<file path="config.mk">
export PLATFORM = sky130hd
export DESIGN_NAME = wait_command_encoder_top
export DESIGN_NICKNAME = d
export VERILOG_FILES = /design/src/rtl/core/wce_pkg.sv /design/src/rtl/core/wait_command_encoder_top.sv
export VERILOG_INCLUDE_DIRS = /design/src /design/src/rtl/core
export SDC_FILE = /design/constraint.sdc
export NUM_CORES = 1
export LEC_CHECK = 0
export BUFFER_PORTS_ARGS = -buffer_cell sky130_fd_sc_hd__buf_2
export CORE_MARGIN = 3
export CORE_UTILIZATION = 50
export CTS_CLUSTER_DIAMETER = 100
export CTS_CLUSTER_SIZE = 40
export DETAILED_ROUTE_END_ITERATION = 10
export PLACE_DENSITY = 0.72
export SYNTH_ARGS = -nofsm -noshare
export SYNTH_HDL_FRONTEND = slang
export SYNTH_SLANG_ARGS = --single-unit
export TNS_END_PERCENT = 100
</file>
<file path="constraint.sdc">
create_clock -name i_clk -period 6.22 [get_ports i_clk]
set_clock_uncertainty 0.05 [all_clocks]
set_input_delay 1.244 -clock i_clk [delete_from_list [all_inputs] [get_ports i_clk]]
set_output_delay 1.244 -clock i_clk [all_outputs]
set_load 0.03 [all_outputs]
</file>
<file path="src/rtl/core/wait_command_encoder_top_assert.svh">
// Assertion macros for the wait command encoder.
`ifndef WAIT_COMMAND_ENCODER_TOP_ASSERT_SVH
`define WAIT_COMMAND_ENCODER_TOP_ASSERT_SVH

`ifndef NO_ASSERTIONS

// Check a property on the rising clock edge, ignored while reset is low.
`define WCE_ASSERT(label, clk, rst_n, prop) \
    label: assert property (@(posedge clk) disable iff (!(rst_n)) prop) \
        else $error("wait command encoder check failed");

// Check a property on the rising clock edge, reset cycles included.
`define WCE_ASSERT_ALWAYS(label, clk, prop) \
    label: assert property (@(posedge clk) prop) \
        else $error("wait command encoder reset check failed");

`else

`define WCE_ASSERT(label, clk, rst_n, prop)
`define WCE_ASSERT_ALWAYS(label, clk, prop)

`endif

`endif

</file>
<file path="src/rtl/core/wce_pkg.sv">
// Package with opcodes, limits and sequencer states of the wait command encoder.
package wce_pkg;

    localparam int unsigned WAIT_W = 22;

    localparam logic [WAIT_W-1:0] WAIT_MAX   = 22'd4194240;
    localparam logic [WAIT_W-1:0] NTSC_FRAME = 22'd735;
    localparam logic [WAIT_W-1:0] PAL_FRAME  = 22'd882;
    localparam logic [WAIT_W-1:0] WAIT16_MAX = 22'd65535;
    localparam logic [WAIT_W-1:0] SHORT_MAX  = 22'd16;
    localparam logic [WAIT_W-1:0] PCM_SHORT  = 22'd8;

    localparam logic [7:0] OP_LONG   = 8'h96;
    localparam logic [7:0] OP_PCM1   = 8'h81;
    localparam logic [7:0] OP_NTSC   = 8'h62;
    localparam logic [7:0] OP_PAL    = 8'h63;
    localparam logic [7:0] OP_SHORT  = 8'h70;
    localparam logic [7:0] OP_WAIT16 = 8'h61;

    localparam logic [2:0] LEN_NONE = 3'd0;
    localparam logic [2:0] LEN_16   = 3'd2;
    localparam logic [2:0] LEN_32   = 3'd4;

    typedef enum logic {
        ST_IDLE,
        ST_RUN
    } t_state;

endpackage

</file>
<file path="src/rtl/core/wait_command_encoder_top.sv">
// Wait command encoder: turns a wait length into a sequence of wait command words.
//
//  channel | direction | handshake               | payload
//  --------+-----------+-------------------------+-----------------------------------------
//  in      | input     | i_in_valid / o_in_stall | i_wait_samples, i_pcm_mode
//  out     | output    | o_out_valid/i_out_stall | o_cmd_byte, o_arg_value, o_arg_len,
//          |           |                         | o_last_cmd
//
// Each item is first loaded into the remaining-wait register, then emitted as one command
// word per cycle while the output is not stalled (N words, N is 1 to 64, or 0 for a zero wait).
// The single subtract/compare unit on the remaining wait steps the sequence: it spends
// one step per emitted command.
// Reset is synchronous, active low, and clears the sequencer and the output valid.
// A stall on the output holds the current word and pauses the sequencer.
`include "wait_command_encoder_top_assert.svh"

module wait_command_encoder_top
    import wce_pkg::*;
(
    input  logic              i_clk,
    input  logic              i_rst_n,
    input  logic              i_in_valid,
    output logic              o_in_stall,
    input  logic [WAIT_W-1:0] i_wait_samples,
    input  logic              i_pcm_mode,
    output logic              o_out_valid,
    input  logic              i_out_stall,
    output logic [7:0]        o_cmd_byte,
    output logic [WAIT_W-1:0] o_arg_value,
    output logic [2:0]        o_arg_len,
    output logic              o_last_cmd
);

    t_state            r_state, n_state;
    logic [WAIT_W-1:0] r_rem,   n_rem;
    logic              r_pcm,   n_pcm;
    logic              r_ovalid, n_ovalid;
    logic [7:0]        r_cmd,   n_cmd;
    logic [WAIT_W-1:0] r_arg,   n_arg;
    logic [2:0]        r_len,   n_len;
    logic              r_last,  n_last;

    logic [WAIT_W-1:0] sat_wait;
    logic              in_acc;
    logic              can_load;
    logic [WAIT_W-1:0] sub_val;
    logic [WAIT_W-1:0] diff;
    logic [7:0]        step_cmd;
    logic [WAIT_W-1:0] step_arg;
    logic [2:0]        step_len;

    // Saturate the incoming wait
    assign sat_wait = (i_wait_samples > WAIT_MAX) ? WAIT_MAX : i_wait_samples;
    assign in_acc   = i_in_valid && !o_in_stall;
    assign can_load = !r_ovalid || !i_out_stall;

    // Shared unit: pick the command for the remaining wait and subtract its share
    always_comb begin
        step_cmd = OP_WAIT16;
        step_arg = '0;
        step_len = LEN_NONE;
        sub_val  = r_rem;
        if (r_pcm && r_rem > PCM_SHORT) begin
            step_cmd = OP_LONG;
            step_arg = r_rem;
            step_len = LEN_32;
        end else if (r_pcm) begin
            step_cmd = OP_PCM1;
            sub_val  = {{(WAIT_W-1){1'b0}}, 1'b1};
        end else if (r_rem == NTSC_FRAME) begin
            step_cmd = OP_NTSC;
        end else if (r_rem == PAL_FRAME) begin
            step_cmd = OP_PAL;
        end else if (r_rem <= SHORT_MAX) begin
            step_cmd = OP_SHORT | {4'd0, 4'(r_rem - {{(WAIT_W-1){1'b0}}, 1'b1})};
        end else begin
            sub_val  = (r_rem < WAIT16_MAX) ? r_rem : WAIT16_MAX;
            step_cmd = OP_WAIT16;
            step_arg = sub_val;
            step_len = LEN_16;
        end
        diff = r_rem - sub_val;
    end

    // Sequencer: next state and output word
    always_comb begin
        n_state  = r_state;
        n_rem    = r_rem;
        n_pcm    = r_pcm;
        n_ovalid = r_ovalid && i_out_stall;
        n_cmd    = r_cmd;
        n_arg    = r_arg;
        n_len    = r_len;
        n_last   = r_last;
        case (r_state)
            ST_IDLE: begin
                if (in_acc) begin
                    n_rem = sat_wait;
                    n_pcm = i_pcm_mode;
                    if (sat_wait != '0) begin
                        n_state = ST_RUN;
                    end
                end
            end
            ST_RUN: begin
                if (can_load) begin
                    n_ovalid = 1'b1;
                    n_cmd    = step_cmd;
                    n_arg    = step_arg;
                    n_len    = step_len;
                    n_last   = (diff == '0);
                    n_rem    = diff;
                    if (diff == '0) begin
                        n_state = ST_IDLE;
                    end
                end
            end
            default: begin
                n_state = ST_IDLE;
            end
        endcase
    end

    // Control registers
    always_ff @(posedge i_clk) begin
        if (!i_rst_n) begin
            r_state  <= ST_IDLE;
            r_ovalid <= 1'b0;
        end else begin
            r_state  <= n_state;
            r_ovalid <= n_ovalid;
        end
    end

    // Datapath registers
    always_ff @(posedge i_clk) begin
        r_rem  <= n_rem;
        r_pcm  <= n_pcm;
        r_cmd  <= n_cmd;
        r_arg  <= n_arg;
        r_len  <= n_len;
        r_last <= n_last;
    end

    assign o_in_stall  = (r_state != ST_IDLE);
    assign o_out_valid = r_ovalid;
    assign o_cmd_byte  = r_cmd;
    assign o_arg_value = r_arg;
    assign o_arg_len   = r_len;
    assign o_last_cmd  = r_last;

    // Checks
    `WCE_ASSERT(a_run_has_wait, i_clk, i_rst_n, (r_state == ST_RUN) |-> (r_rem != '0))
    `WCE_ASSERT(a_idle_word_is_last, i_clk, i_rst_n,
        (r_ovalid && r_state == ST_IDLE) |-> r_last)
    `WCE_ASSERT(a_arg_only_on_arg_cmds, i_clk, i_rst_n,
        (r_ovalid && r_len != LEN_NONE) |-> (r_cmd == OP_WAIT16 || r_cmd == OP_LONG))
    `WCE_ASSERT(a_nonzero_starts_run, i_clk, i_rst_n,
        (in_acc && sat_wait != '0) |=> (r_state == ST_RUN))
    `WCE_ASSERT_ALWAYS(a_reset_clears_out, i_clk, !i_rst_n |=> !r_ovalid)

endmodule

</file>
==> flow_metrics.py <==
metrics = {
    "synth": {
        "ys_dominant_reg_cell": "edfxtp_1",
        "yosys.area_share.simple_pct": 20.20,
        "async_flop_share_pct": 0,
        "post_synth_design_cell_area_um2": 3971,
        "synth_cells": 406,
        "synthDistinctLibCells": 68,
        "synth_xor_xnor_area_share_pct": 3.529,
        "avgSynthCellArea_um2": 9.782,
        "synth_area_in_compound_gates_pct": 19.63,
        "syn_nets": 459,
        "yosys.area_share.adder_pct": 8.381,
        "mux_contribution_to_synthesized_area_pct": 1.670,
        "sequential_share_of_the_synthesized_area_pct": 42.60,
        "synth_warnings": 0,
        "postSynthRegisterBits": 57,
        "largest_family_of_logic_cells_by_synthesized_area": "simple AND/OR/NAND/NOR gates",
        "synth_enable_flop_cells": 55,
    },
    "routing": {
        "wire_per_inst_um": 16.28,
        "drt-pass1-iter-count": 5,
        "vias": 3307,
        "first_iter_violations": 328,
        "via_per_inst": 5.802,
        "route.detailed.drc": 0,
        "ant_nets": 0,
        "routed_wl_mm": 9.281,
    },
    "pwr": {
        "vdd.ir_drop.worst_mv": 0.1925,
        "p_sw_share_pct": 36.66,
        "intPower_mw": 0.9060,
        "pwr_density_cell_nw_per_um2": 313.9,
        "pwr-share-clk_pct": 26.3,
        "power_frac_comb_pct": 37.3,
        "power.share.sequential_pct": 36.5,
        "power.total_mw": 1.430,
        "leakage_nw": 1.858,
        "net_load_switching_power_mw": 0.5244,
    },
    "setup_path": {
        "r2r.worst_path.cells": 17,
        "worstPathBufferInverterCount": 1,
        "worstPathArrival_ns": 5.28,
        "crit_path_end_kind": "register",
        "worst-path-stages": 17,
        "timing.critical_path.slowest_stage_cell": "or4_4",
        "path_delay_family": "simple AND/OR/NAND/NOR gates",
        "path_cells": "or4_4 -> nor4_4 -> a41oi_2 -> o21ai_2 -> or2_1 -> a21oi_4 -> a21oi_4 -> nand2_1 -> ha_1 -> inv_1 -> fa_1 -> or3b_2 -> a211o_1 -> nor4b_2 -> nand4b_1 -> nor4_1 -> and4_1",
        "timing.critical_path.from_type": "register",
        "critical_path_class": "reg -> reg",
        "worst-path-max-fanout": 21,
        "crit_path_max_incr_delay_ns": 0.58,
        "timing.critical_path.required_ns": 6.39,
        "crit_path_frequent_cell": "a21oi_4",
    },
    "layout": {
        "syn_to_final_growth_pct": 14.74,
        "drive_above_1_share_pct": 22.29,
        "final_net_count": 519,
        "regArea_um2": 1692,
        "n_antenna_cell": 0,
        "fill_cells": 689,
        "multiInputGateArea_um2": 2136,
    },
    "place": {
        "finalWeightedCongestion": 0.8957,
        "port_buffers": 61,
        "hpwlAfterDp_mm": 7.294,
    },
    "clock_network": {
        "total_clock_buffers_created_by_cts": 9,
        "post_cts.resized_instances": 0,
        "htree_levels": 3,
        "clockBufferDepth": 2,
        "clock_latency_ns": 0.35,
        "clkTransAtPathRegs_ns": 0.07,
        "tritoncts": "done",
        "post-cts-setup-buffer-count": 0,
        "cts_num_sinks": 57,
        "cts_hold_repair_buffers": 0,
        "clk_root_buffer_cell": "clkbuf_8",
    },
    "floorplanning": {
        "die_h_um": 95.12,
        "die_width_um": 95.12,
        "placement_rows": 31,
        "dieArea_um2": 9048,
        "core_region_um2": 7486,
        "io-pin-count": 63,
        "initial_utilization_pct": 53.05,
    },
    "global_routing": {
        "overflow_left_after_global_routing": 0,
        "grt_first_pass_wirelength_mm": 14.95,
        "grt_antenna_before_repair": 0,
        "groute.usage.overall_pct": 22.10,
        "grt_pass1_vias": 3015,
        "grt_max_degree": 34,
    },
    "timing": {
        "worst_slew_margin_rel_pct": 32.98,
        "max_freq_ghz": 0.1955,
        "maxSlewViolCount": 0,
        "tightest_slew_ns": 1.003,
        "count_of_endpoints_failing_setup_in_the_final_report": 0,
        "finalHoldViolCount": 0,
        "final_min_period_over_clock_period_pct": 82.22,
        "fin_crit_ns": 5.114,
        "setup_tns_ns": 0,
        "rsz0062_at_grt": "no",
    },
    "flow_run": {
        "max-cap-violations": 0,
    },
    "outcome": {
        "run_status": "complete, no violations",
    },
    "min_path": {
        "hold_path.class": "reg -> reg",
        "cell_count_of_the_worst_hold_path": 2,
    },
}
synth_stat cells, types with 4 or more instances:
library cell  number  area, µm²
inv_2              4      15.01
and2_1             8      50.05
nand3_1            9      45.04
nor4_1            10      62.56
or2_4              4      35.03
a21o_1             7      52.55
o21a_1             9      67.56
and3_1             4      25.02
nand4_1            7      43.79
mux2_2             5      56.30
clkbuf_1           8      30.03
nand2_1           37      138.9
o21ai_0           13      65.06
ha_1              25      312.8
a211oi_1           5      37.54
a21oi_1           43      215.2
nor3_1             6      30.03
xnor2_1            8      70.07
nand2b_1           4      25.02
a211o_1            4      35.03
xor2_1             8      70.07
inv_1             18      67.56
edfxtp_1          55       1652
nor2_1            36      135.1
path summary, 6_finish.rpt:
check / slack [ns] / from / end
worst min register to register: 0.56 / o_out_valid / o_out_valid
worst max register to register: 1.11 / r_rem[16] / o_last_cmd
worst max-delay path: 1.11 / r_rem[16] / o_last_cmd
worst min-delay path: 0.56 / o_out_valid / o_out_valid
layer usage:
layer	part of all wire (%)	up-vias	wire length, µm	global-route usage (%)
met1	47	1524	4391	31.25
met5	0	-	0	0
met2	44	127	4038	33.53
li1	-	1647	-	-
met3	8.0	9	742	5.367
met4	1.2	0	108	6.731
layout make-up:
type,instances,share of cell area [%]
Clock buffer,10,2.801
Multi-Input combinational cell,314,46.87
Inverter,22,1.812
Tap cell,99,2.718
Timing Repair Buffer,62,6.864
Clock inverter,6,1.812
Sequential cell,57,37.12
cells in the final DEF (no fill, tap or decap), types with 8 or more instances in the layout:
cell type,netlist,final
a21oi_1,43,42
inv_1,18,18
nand3_1,9,9
xor2_1,8,8
edfxtp_1,55,55
xnor2_1,8,8
buf_2,1,61
o21ai_0,13,13
o21a_1,9,9
ha_1,25,25
and2_1,8,8
clkbuf_8,0,9
nor2_1,36,36
nand2_1,37,37
nor4_1,10,10
state kept, by name (all words and copies together) (netlist names):
signal	count
o_arg_len	2
r_rem	22
o_out_valid	1
o_arg_value	22
o_cmd_byte	7
o_in_stall	1
r_pcm	1
o_last_cmd	1
metrics by stage:
| stage | instances | setup WS [ns] | hold WS [ns] | cell area (µm²) | util, % |
|---|---|---|---|---|---|
| finish | 570 | 1.106 | 0.5570 | 4557 | 60.87 |
| global route | 570 | 0.6927 | 0.5874 | 4557 | 60.87 |
| CTS | 570 | 1.085 | 0.5540 | 4557 | 60.87 |
| detailed placement | 554 | 1.153 | 0.5418 | 4347 | 58.06 |
| global placement | 554 | 1.277 | 0.5318 | 4347 | 58.06 |
| floorplan | 406 | 1.859 | 0.5231 | 3971 | - |
power by group through the flow:
stage	clock [mW]	combinational (mW)	sequential [mW]
after detailed placement	0	0.522	0.529
after global placement	0	0.518	0.527
after CTS	0.380	0.527	0.521
final	0.376	0.533	0.522
after global routing	0.402	0.592	0.527
after floorplan	0	0.379	0.544
worst min-delay path: stages (launching register included):
cell and delay, ns:
dfxtp_1 0.36, a21oi_1 0.16, nor2b_1 0.05
cell families (layout without fill, tap and decap cells):
logic type | Yosys count | in the layout
flip-flops | 57 | 57
multiplexers | 6 | 6
AO/OA/AOI/OAI | 115 | 115
XOR/XNOR | 16 | 16
other | 1 | 1
AND/OR/NAND/NOR | 150 | 150
adder cells (fa/ha/maj) | 26 | 26
buffers and inverters | 35 | 100
Power figures use the tool's default switching activity.
